## config.mk

```make
export PLATFORM = sky130hd
export DESIGN_NAME = biquad_direct_form_two_filter
export DESIGN_NICKNAME = d
export VERILOG_FILES = /design/src/bqdf2_pkg.sv /design/src/biquad_direct_form_two_filter.sv /design/src/bqdf2_useq.sv /design/src/bqdf2_dpath.sv
export VERILOG_INCLUDE_DIRS = /design/src /design/src/src
export SDC_FILE = /design/constraint.sdc
export NUM_CORES = 2
export LEC_CHECK = 0
export BUFFER_PORTS_ARGS = -buffer_cell sky130_fd_sc_hd__buf_2
export CELL_PAD_IN_SITES_DETAIL_PLACEMENT = 1
export CELL_PAD_IN_SITES_GLOBAL_PLACEMENT = 1
export CORE_MARGIN = 1
export CORE_UTILIZATION = 51
export DETAILED_ROUTE_END_ITERATION = 7
export PLACE_DENSITY = 0.91
export SLEW_MARGIN = 20
export SYNTH_ARGS = -nofsm -noshare
export SYNTH_HDL_FRONTEND = slang
export SYNTH_SLANG_ARGS = --single-unit
```

## constraint.sdc

```tcl
create_clock -name i_clk -period 9.85 [get_ports i_clk]
set_input_delay 1.4775 -clock i_clk [delete_from_list [all_inputs] [get_ports i_clk]]
set_output_delay 1.4775 -clock i_clk [all_outputs]
set_load 0.01 [all_outputs]
```

## src/biquad_direct_form_two_filter_defines.svh

```systemverilog
// Assertion macros for the biquad filter.
`ifndef BIQUAD_DIRECT_FORM_TWO_FILTER_DEFINES_SVH
`define BIQUAD_DIRECT_FORM_TWO_FILTER_DEFINES_SVH

`ifndef NO_ASSERTIONS
// same-cycle implication
`define BQ_ASSERT_IMP(lbl, clk, rstn, ante, cons) \
    lbl: assert property (@(posedge clk) disable iff (!(rstn)) (ante) |-> (cons)) \
        else $error("bq assertion failed");
// next-cycle implication
`define BQ_ASSERT_NXT(lbl, clk, rstn, ante, cons) \
    lbl: assert property (@(posedge clk) disable iff (!(rstn)) (ante) |=> (cons)) \
        else $error("bq assertion failed");
`else
`define BQ_ASSERT_IMP(lbl, clk, rstn, ante, cons)
`define BQ_ASSERT_NXT(lbl, clk, rstn, ante, cons)
`endif

`endif

```

## src/bqdf2_pkg.sv

```systemverilog
package bqdf2_pkg;

    localparam int SAMPLE_BITS_DEF = 16;
    localparam int COEF_BITS_DEF   = 24;
    localparam int STATE_BITS_DEF  = 48;

    localparam int STATE_FRAC  = 8;
    localparam int OUT_BITS    = 26;
    localparam int OUT_TDATA_W = ((OUT_BITS + 7) / 8) * 8;
    localparam int CFG_IDX_W   = 3;
    localparam int PC_W        = 4;

    // Q2.22 reset coefficients: 0.2 Hz high-pass at 125 Hz
    localparam logic signed [31:0] RST_B0 = 32'sd4164525;
    localparam logic signed [31:0] RST_B1 = -32'sd8329049;
    localparam logic signed [31:0] RST_B2 = 32'sd4164525;
    localparam logic signed [31:0] RST_A1 = -32'sd8329049;
    localparam logic signed [31:0] RST_A2 = 32'sd4135164;

    typedef enum logic [CFG_IDX_W-1:0] {
        CI_B0 = 3'd0,
        CI_B1 = 3'd1,
        CI_B2 = 3'd2,
        CI_A1 = 3'd3,
        CI_A2 = 3'd4
    } t_cfg_idx;

    typedef enum logic [2:0] {CS_B0, CS_B1, CS_B2, CS_A1, CS_A2} t_coef_sel;
    typedef enum logic [1:0] {SS_D1, SS_D2, SS_W} t_src_sel;
    typedef enum logic [1:0] {PO_NOP, PO_LDH, PO_ADDL} t_prod_op;
    typedef enum logic [2:0] {AO_NOP, AO_LDX, AO_SUB, AO_ADD, AO_LDP} t_acc_op;
    typedef enum logic [1:0] {JC_NEVER, JC_NO_START, JC_OUT_BUSY, JC_ALWAYS} t_jcond;

    typedef struct packed {
        t_coef_sel       coef;
        t_src_sel        src;
        logic            mul_hi;
        t_prod_op        prod;
        t_acc_op         acc;
        logic            wsat;
        logic            emit;
        t_jcond          jc;
        logic [PC_W-1:0] tgt;
    } t_ucode;

endpackage

```

## src/biquad_direct_form_two_filter.sv

```systemverilog
// Biquad IIR section, direct form II, one shared multiplier run by a microcoded sequencer.
// A new item is accepted only in the idle step, after the last one has been emitted. Each item takes
// ten multiplier passes (two half-word partials per tap), two drain steps, output check, emit and
// idle accept step; a stalled output adds its wait.
// Reset (synchronous, active low): delay line cleared, coefficients set to the
// 0.2 Hz high-pass, output empty, sequencer idle.
`include "biquad_direct_form_two_filter_defines.svh"

module biquad_direct_form_two_filter #(
    parameter int SAMPLE_BITS = bqdf2_pkg::SAMPLE_BITS_DEF,
    parameter int COEF_BITS   = bqdf2_pkg::COEF_BITS_DEF,
    parameter int STATE_BITS  = bqdf2_pkg::STATE_BITS_DEF
) (
    input  logic                                    i_clk,
    input  logic                                    i_rst_n,
    input  logic                                    i_s_axis_tvalid,
    output logic                                    o_s_axis_tready,
    // sample_in
    input  logic [((SAMPLE_BITS + 7) / 8) * 8-1:0]  i_s_axis_tdata,
    output logic                                    o_m_axis_tvalid,
    input  logic                                    i_m_axis_tready,
    // filtered_out
    output logic [bqdf2_pkg::OUT_TDATA_W-1:0]       o_m_axis_tdata,
    input  logic                                    i_cfg_we,
    input  logic [bqdf2_pkg::CFG_IDX_W-1:0]         i_cfg_idx,
    input  logic [COEF_BITS-1:0]                    i_cfg_data
);
    import bqdf2_pkg::*;

    logic signed [COEF_BITS-1:0] r_b0, r_b1, r_b2, r_a1, r_a2;
    logic                        r_out_valid;
    logic signed [OUT_BITS-1:0]  r_out;
    logic signed [OUT_BITS-1:0]  s_result;
    logic                        s_start, s_out_busy;
    t_ucode                      s_ctl;

    assign s_start    = i_s_axis_tvalid && o_s_axis_tready;
    assign s_out_busy = r_out_valid && !i_m_axis_tready;

    always_ff @(posedge i_clk) begin
        if (!i_rst_n) begin
            r_b0 <= COEF_BITS'(RST_B0);
            r_b1 <= COEF_BITS'(RST_B1);
            r_b2 <= COEF_BITS'(RST_B2);
            r_a1 <= COEF_BITS'(RST_A1);
            r_a2 <= COEF_BITS'(RST_A2);
        end else if (i_cfg_we) begin
            unique case (i_cfg_idx)
                CI_B0:   r_b0 <= i_cfg_data;
                CI_B1:   r_b1 <= i_cfg_data;
                CI_B2:   r_b2 <= i_cfg_data;
                CI_A1:   r_a1 <= i_cfg_data;
                CI_A2:   r_a2 <= i_cfg_data;
                default: ;
            endcase
        end
    end

    bqdf2_useq u_useq (
        .i_clk      (i_clk),
        .i_rst_n    (i_rst_n),
        .i_start    (s_start),
        .i_out_busy (s_out_busy),
        .o_ctl      (s_ctl)
    );

    bqdf2_dpath #(
        .SAMPLE_BITS (SAMPLE_BITS),
        .COEF_BITS   (COEF_BITS),
        .STATE_BITS  (STATE_BITS)
    ) u_dpath (
        .i_clk     (i_clk),
        .i_rst_n   (i_rst_n),
        .i_ctl     (s_ctl),
        .i_start   (s_start),
        .i_sample  (i_s_axis_tdata[SAMPLE_BITS-1:0]),
        .i_coef_b0 (r_b0),
        .i_coef_b1 (r_b1),
        .i_coef_b2 (r_b2),
        .i_coef_a1 (r_a1),
        .i_coef_a2 (r_a2),
        .o_result  (s_result)
    );

    always_ff @(posedge i_clk) begin
        if (!i_rst_n) begin
            r_out_valid <= 1'b0;
        end else if (s_ctl.emit) begin
            r_out_valid <= 1'b1;
        end else if (i_m_axis_tready) begin
            r_out_valid <= 1'b0;
        end
    end

    always_ff @(posedge i_clk) begin
        if (s_ctl.emit) begin
            r_out <= s_result;
        end
    end

    assign o_s_axis_tready = (s_ctl.jc == JC_NO_START);
    assign o_m_axis_tvalid = r_out_valid;
    assign o_m_axis_tdata  = {{(OUT_TDATA_W - OUT_BITS){1'b0}}, r_out};

    `BQ_ASSERT_NXT(a_busy_after_accept, i_clk, i_rst_n, s_start, !o_s_axis_tready)
    `BQ_ASSERT_IMP(a_no_overwrite, i_clk, i_rst_n, s_ctl.emit && r_out_valid, i_m_axis_tready)
    `BQ_ASSERT_IMP(a_no_emit_idle, i_clk, i_rst_n, s_ctl.emit, !o_s_axis_tready)

endmodule

```

## src/bqdf2_useq.sv

```systemverilog
module bqdf2_useq (
    input  logic              i_clk,
    input  logic              i_rst_n,
    input  logic              i_start,
    input  logic              i_out_busy,
    output bqdf2_pkg::t_ucode o_ctl
);
    import bqdf2_pkg::*;

    logic [PC_W-1:0] r_pc, n_pc;
    t_ucode          s_uw;
    logic            s_take;

    // microprogram: multiply issue -> product build -> accumulate, one step apart
    function automatic t_ucode f_rom(input logic [PC_W-1:0] pc);
        t_ucode u;
        u = '0;
        unique case (pc)
            4'd0: begin u.jc = JC_NO_START; u.tgt = 4'd0; end
            4'd1: begin u.coef = CS_A1; u.src = SS_D1; u.mul_hi = 1'b1; u.acc = AO_LDX; end
            4'd2: begin u.coef = CS_A1; u.src = SS_D1; u.prod = PO_LDH; end
            4'd3: begin u.coef = CS_A2; u.src = SS_D2; u.mul_hi = 1'b1; u.prod = PO_ADDL; end
            4'd4: begin
                u.coef = CS_A2; u.src = SS_D2; u.prod = PO_LDH; u.acc = AO_SUB;
            end
            4'd5: begin u.coef = CS_B1; u.src = SS_D1; u.mul_hi = 1'b1; u.prod = PO_ADDL; end
            4'd6: begin
                u.coef = CS_B1; u.src = SS_D1; u.prod = PO_LDH; u.acc = AO_SUB;
            end
            4'd7: begin
                u.coef = CS_B2; u.src = SS_D2; u.mul_hi = 1'b1; u.prod = PO_ADDL;
                u.wsat = 1'b1;
            end
            4'd8: begin
                u.coef = CS_B2; u.src = SS_D2; u.prod = PO_LDH; u.acc = AO_LDP;
            end
            4'd9: begin u.coef = CS_B0; u.src = SS_W; u.mul_hi = 1'b1; u.prod = PO_ADDL; end
            4'd10: begin
                u.coef = CS_B0; u.src = SS_W; u.prod = PO_LDH; u.acc = AO_ADD;
            end
            4'd11: begin u.prod = PO_ADDL; end
            4'd12: begin u.acc = AO_ADD; end
            4'd13: begin u.jc = JC_OUT_BUSY; u.tgt = 4'd13; end
            4'd14: begin u.emit = 1'b1; u.jc = JC_ALWAYS; u.tgt = 4'd0; end
            default: begin u.jc = JC_ALWAYS; u.tgt = 4'd0; end
        endcase
        return u;
    endfunction

    assign s_uw = f_rom(r_pc);

    always_comb begin
        unique case (s_uw.jc)
            JC_NEVER:    s_take = 1'b0;
            JC_NO_START: s_take = !i_start;
            JC_OUT_BUSY: s_take = i_out_busy;
            JC_ALWAYS:   s_take = 1'b1;
            default:     s_take = 1'b1;
        endcase
        n_pc = s_take ? s_uw.tgt : r_pc + 1'b1;
    end

    always_ff @(posedge i_clk) begin
        if (!i_rst_n) begin
            r_pc <= '0;
        end else begin
            r_pc <= n_pc;
        end
    end

    assign o_ctl = s_uw;

endmodule

```

## src/bqdf2_dpath.sv

```systemverilog
module bqdf2_dpath #(
    parameter int SAMPLE_BITS = bqdf2_pkg::SAMPLE_BITS_DEF,
    parameter int COEF_BITS   = bqdf2_pkg::COEF_BITS_DEF,
    parameter int STATE_BITS  = bqdf2_pkg::STATE_BITS_DEF
) (
    input  logic                                 i_clk,
    input  logic                                 i_rst_n,
    input  bqdf2_pkg::t_ucode                    i_ctl,
    input  logic                                 i_start,
    input  logic [SAMPLE_BITS-1:0]               i_sample,
    input  logic signed [COEF_BITS-1:0]          i_coef_b0,
    input  logic signed [COEF_BITS-1:0]          i_coef_b1,
    input  logic signed [COEF_BITS-1:0]          i_coef_b2,
    input  logic signed [COEF_BITS-1:0]          i_coef_a1,
    input  logic signed [COEF_BITS-1:0]          i_coef_a2,
    output logic signed [bqdf2_pkg::OUT_BITS-1:0] o_result
);
    import bqdf2_pkg::*;

    localparam int HALF      = STATE_BITS / 2;
    localparam int HI_W      = STATE_BITS - HALF;
    localparam int OP_W      = HI_W + 1;
    localparam int MUL_W     = COEF_BITS + OP_W;
    localparam int PROD_W    = COEF_BITS + STATE_BITS;
    localparam int COEF_FRAC = COEF_BITS - 2;
    localparam int SH_W      = PROD_W - COEF_FRAC;
    localparam int ACC_W     = STATE_BITS + 4;
    localparam int X_W       = SAMPLE_BITS + STATE_FRAC;

    localparam logic signed [ACC_W-1:0] W_MAX =
        {{(ACC_W - STATE_BITS + 1){1'b0}}, {(STATE_BITS - 1){1'b1}}};
    localparam logic signed [ACC_W-1:0] W_MIN = ~W_MAX;
    localparam logic signed [ACC_W-1:0] Y_MAX =
        {{(ACC_W - OUT_BITS + 1){1'b0}}, {(OUT_BITS - 1){1'b1}}};
    localparam logic signed [ACC_W-1:0] Y_MIN = ~Y_MAX;

    logic [SAMPLE_BITS-1:0]         r_x;
    logic signed [STATE_BITS-1:0]   r_d1, r_d2, r_w;
    logic signed [MUL_W-1:0]        r_mul;
    logic signed [PROD_W-1:0]       r_prod;
    logic signed [ACC_W-1:0]        r_acc;

    logic signed [COEF_BITS-1:0]    s_coef;
    logic signed [STATE_BITS-1:0]   s_st;
    logic signed [OP_W-1:0]         s_op;
    logic signed [MUL_W-1:0]        n_mul;
    logic signed [PROD_W-1:0]       s_mul_x;
    logic signed [ACC_W-1:0]        s_sh_x, s_x;
    logic signed [STATE_BITS-1:0]   s_w_sat;

    always_comb begin
        unique case (i_ctl.coef)
            CS_B0:   s_coef = i_coef_b0;
            CS_B1:   s_coef = i_coef_b1;
            CS_B2:   s_coef = i_coef_b2;
            CS_A1:   s_coef = i_coef_a1;
            CS_A2:   s_coef = i_coef_a2;
            default: s_coef = '0;
        endcase
        unique case (i_ctl.src)
            SS_D1:   s_st = r_d1;
            SS_D2:   s_st = r_d2;
            SS_W:    s_st = r_w;
            default: s_st = '0;
        endcase
    end

    // state word split: signed upper half, unsigned lower half
    assign s_op = i_ctl.mul_hi ? {s_st[STATE_BITS-1], s_st[STATE_BITS-1:HALF]}
                               : {{(OP_W - HALF){1'b0}}, s_st[HALF-1:0]};
    assign n_mul   = s_coef * s_op;
    assign s_mul_x = {{(PROD_W - MUL_W){r_mul[MUL_W-1]}}, r_mul};
    assign s_sh_x  = {{(ACC_W - SH_W){r_prod[PROD_W-1]}}, r_prod[PROD_W-1:COEF_FRAC]};
    assign s_x     = {{(ACC_W - X_W){1'b0}}, r_x, {STATE_FRAC{1'b0}}};

    always_comb begin
        if (r_acc > W_MAX) begin
            s_w_sat = W_MAX[STATE_BITS-1:0];
        end else if (r_acc < W_MIN) begin
            s_w_sat = W_MIN[STATE_BITS-1:0];
        end else begin
            s_w_sat = r_acc[STATE_BITS-1:0];
        end
        if (r_acc > Y_MAX) begin
            o_result = Y_MAX[OUT_BITS-1:0];
        end else if (r_acc < Y_MIN) begin
            o_result = Y_MIN[OUT_BITS-1:0];
        end else begin
            o_result = r_acc[OUT_BITS-1:0];
        end
    end

    always_ff @(posedge i_clk) begin
        r_mul <= n_mul;
        if (i_start) begin
            r_x <= i_sample;
        end
        unique case (i_ctl.prod)
            PO_LDH:  r_prod <= s_mul_x <<< HALF;
            PO_ADDL: r_prod <= r_prod + s_mul_x;
            default: r_prod <= r_prod;
        endcase
        unique case (i_ctl.acc)
            AO_LDX:  r_acc <= s_x;
            AO_SUB:  r_acc <= r_acc - s_sh_x;
            AO_ADD:  r_acc <= r_acc + s_sh_x;
            AO_LDP:  r_acc <= s_sh_x;
            default: r_acc <= r_acc;
        endcase
        if (i_ctl.wsat) begin
            r_w <= s_w_sat;
        end
    end

    always_ff @(posedge i_clk) begin
        if (!i_rst_n) begin
            r_d1 <= '0;
            r_d2 <= '0;
        end else if (i_ctl.emit) begin
            r_d2 <= r_d1;
            r_d1 <= r_w;
        end
    end

endmodule

```

==> summary.md <==
| Metric | Value |
|---|---|
| Final setup vio count | 16 |
| CP top delay family | adder cells |
| CTS buffer count | 55 |
| Comb pwr share | 22.7% |
| Share of power burned in the clock network | 38.9% |
| Rows | 113 |
| Area of the core | 95600 um^2 |
| Layout cells sized above 1 | 8.32% |
| Die height | 314 um |
| Synth Flop Type | dfxtp_1 |
| Crit-path max FO | 14 |
| Max frequency | 97.1 MHz |
| Initial core utilization | 51.8% |
| Antenna violations before repair | 12 |
| CTS tree | yes |
| Peak VDD IR | 0.152 mV |
| Avg Cell Area, Syn | 8.77 um^2 |
| Syn-to-layout area delta | 8.77% |
| Post-synthesis sequential area ratio | 23.9% |
| Slew @ Worst Pin | 1.19 ns |
| Ys async rst share | 0% |
| Outcome | finished with violations |
| First-pass GRT wire length | 291000 um |
| Met1 Resource Use GR | 45.9% |
| Tot Pwr | 5940 uW |
| Fin worst setup slack | -0.446 ns |
| Dominant cell type by area after synthesis | fa_1 |
| Worst skew pair latency | 0.70 ns |
| Max incr delay on CP | 0.96 ns |
| Mapped Cells | 5646 |
| Number of global-route vias before repair | 48700 |
| Worst Hold Class | reg2reg |
| Clk_skew | 0.0790 ns |
| Setup CP Type | reg2reg |
| Failing checks | negative setup slack |
| CTS sink count | 484 |
| Int Power | 3930 uW |
| Top cell type's share of synthesized area | 25.6% |
| Post-synth EDFFs | 214 |
| Syn Std Cell Area | 49500 um^2 |
| Cell count along the critical path | 31 |
| Fill cell count | 11000 |
| H-tree Lvls | 2 |
| Minimum clock period | 10.30 ns |
| DR vias/cell | 6.62 |
| Post-route ant nets | 0 |
| Final core occ | 56.4% |
| Root buffer cell | clkbuf_16 |
| Net Sw Frac | 33.8% |
| Detailed Route Iter0 Violations | 5846 |
| Count of cell types in the netlist | 91 |
| Power per cell area | 110 nW/um^2 |
| Worst-path clk slew | 0.07 ns |
| Largest net degree at the start of global routing | 123 |
| Final Hold Fails | 0 |
| Hold Buf Count CTS | 0 |
| Flop pwr share | 38.4% |
| Ports | 82 |
| Vias | 45900 |
| Post-Place Setup Slack | -0.151 ns |
| Setup crit start kind | flip-flop |
| Synth Register Bits | 484 |
| Synth top area cells | fa_1, edfxtp_1, dfxtp_1 |
| Max_cap viols | 0 |
| R2r setup slk | -0.45 ns |
| Worst reg2reg path endpoint | u_dpath.r_mul[47]$_DFF_P_ |
| Crit path top cell by count | fa_1 |
| YS warnings | 0 |
| Die Area | 98300 um^2 |
| Cells on worst reg2reg path | 31 |
| Drt pass-1 iters | 6 |
| Critical Path Sink | u_dpath.r_mul[47]$_DFF_P_ |
| Final TNS setup | -4.44 ns |
| Gpl congestion | 0.958 |
| Nets | 6569 |
| DP HPWL | 142000 um |
| Die width | 314 um |
| Met2 GRT Util | 62.2% |
| Crit path from | u_useq.r_pc[2]$_SDFF_PN0_ |
| GRT busiest layer | met2 |
| Drc violations | 0 |
| WP buf/inv | 8 |
| Max stage delay cell, worst path | and4_1 |
| Critical Path RT | 10.40 ns |
| Grt total ovfl | 0 |
| Wire per inst | 30.2 um |
| Element type at the critical path end | flip-flop |
| Slew headroom | 20.6% |
| Clock Path Buffers | 3 |
| Period utilization | 105% |
| Buffers on Ports | 75 |
| Critical Path AT | 10.85 ns |
| Total routed wirelength | 210000 um |
| GRT Total Usage | 38.8% |
| Pins over their slew limit | 0 |
| NetSw | 2010 uW |
| Global-route met3 utilization | 9.63% |
| Lkg Pwr | 0.0240 uW |
| Crit Reg-Reg Startpoint | u_useq.r_pc[2]$_SDFF_PN0_ |
## synthesized netlist by cell type (all sizes together) (32+ instances only)
master  number
a21boi     154
a21o       101
a21oi      201
a22oi       56
a31oi       32
and2        54
buf         65
clkbuf     242
dfxtp      270
edfxtp     214
fa         632
ha         263
inv        764
mux2        38
mux2i       52
nand2     1179
nand3      123
nand4       49
nor2       279
nor3        35
o21a        72
o21ai      204
xnor2      133
xor2        76
## area by class of cell
cell class                 count  area [um^2]  area share [%]
antenna                        3         7.51          0.0139
timing repair buffer         223         1650            3.06
inverter                     765         2880            5.35
multi-input combinational   4097        34000            63.0
clock inverter                23          335           0.623
clock buffer                  80         1620            3.01
tap                         1265         1580            2.94
sequential                   484        11800            22.0
## what timing repair did
item / 4_1_cts / 5_1_grt
gates resized for setup: 29 / 44
gates cloned: 1 / 2
buffers inserted: 7 / 14
endpoints found under the setup margin: 9 / 16
pin swaps: 3 / 5
## flip-flops by register name, summed over array words and instances, names as in the netlist
signal and count:
u_dpath.r_mul 49, u_useq.r_pc 4, u_dpath.r_prod 72, r_b0 24, r_b1 24, u_dpath.r_x 16, u_dpath.r_w 48, r_b2 24
r_out 26, r_a1 24, u_dpath.r_acc 52, u_dpath.r_d1 48, u_dpath.r_d2 48, o_m_axis_tvalid 1, r_a2 24
## power groups by stage
stage	logic, uW	registers (uW)	clock network [uW]
2_1_floorplan	855	2250	0
3_3_place_gp	1170	2310	0
3_5_place_dp	1240	2310	0
4_1_cts	1270	2270	2270
5_1_grt	1420	2280	2370
6_report	1350	2280	2310
## worst min path at each step
stage                                       start                            end  slack, ns  depth (start not counted)
floorplan           u_dpath.r_d2[47]$_SDFFE_PN0P_  u_dpath.r_d2[47]$_SDFFE_PN0P_       0.44                          2
global placement             r_a2[5]$_SDFFE_PN1P_           r_a2[5]$_SDFFE_PN1P_       0.45                          2
detailed placement           r_b2[3]$_SDFFE_PN1P_           r_b2[3]$_SDFFE_PN1P_       0.46                          2
CTS                          r_b2[6]$_SDFFE_PN0P_           r_b2[6]$_SDFFE_PN0P_       0.47                          2
global route                r_b1[17]$_SDFFE_PN0P_          r_b1[17]$_SDFFE_PN0P_       0.48                          2
finish                      r_b1[17]$_SDFFE_PN0P_          r_b1[17]$_SDFFE_PN0P_       0.47                          2
## cell families (layout without fill, tap and decap cells)
kind of cell,count (synthesis),after routing,synth area share (%)
and+or+nand+nor,1894,1895,16.6
buffers and inverters,1072,1091,8.31
AOI/OAI and AO/OA,1001,1002,13.4
adders and majority gates,895,895,32.2
DFF,484,484,23.9
xor gates and xnor gates,209,209,3.70
muxes,90,90,1.94
other,1,9,0.00757
## placed cells by master, fill, tap and decap left out, types with 74 or more instances in the layout
master,synthesis,routed
fa_1,632,630
edfxtp_1,214,214
o21ai_0,174,171
xnor2_1,133,133
dfxtp_1,270,269
a21oi_1,199,194
nor2_1,278,267
a21boi_0,154,154
inv_1,762,759
xor2_1,76,76
buf_4,7,131
nand3_1,122,115
ha_1,263,260
buf_2,46,74
nand2_1,1179,1171
a21o_1,101,101
## through the flow
stage | hold slack, ns | instances | area [um^2]
after global routing | 0.485 | 6938 | 53900
after global placement | 0.450 | 6808 | 51300
after floorplan | 0.439 | 5651 | 49500
final | 0.467 | 6940 | 53900
after CTS | 0.470 | 6921 | 53500
after detailed placement | 0.458 | 6810 | 51400
## layer usage
metal / vias to the layer above / wire (um) / part of all wire, %
li1: 18300 / - / -
met1: 22900 / 70900 / 34
met2: 3409 / 94100 / 45
met3: 1378 / 24700 / 12
met4: 10 / 20000 / 9.5
met5: - / 68 / 0.032
## tightest hold or removal path: stages (launching register included)
cell	delay, ns
dfxtp_1	0.31
nand2_1	0.05
a21boi_0	0.06
Note: power is estimated with default switching activity, not from simulation.
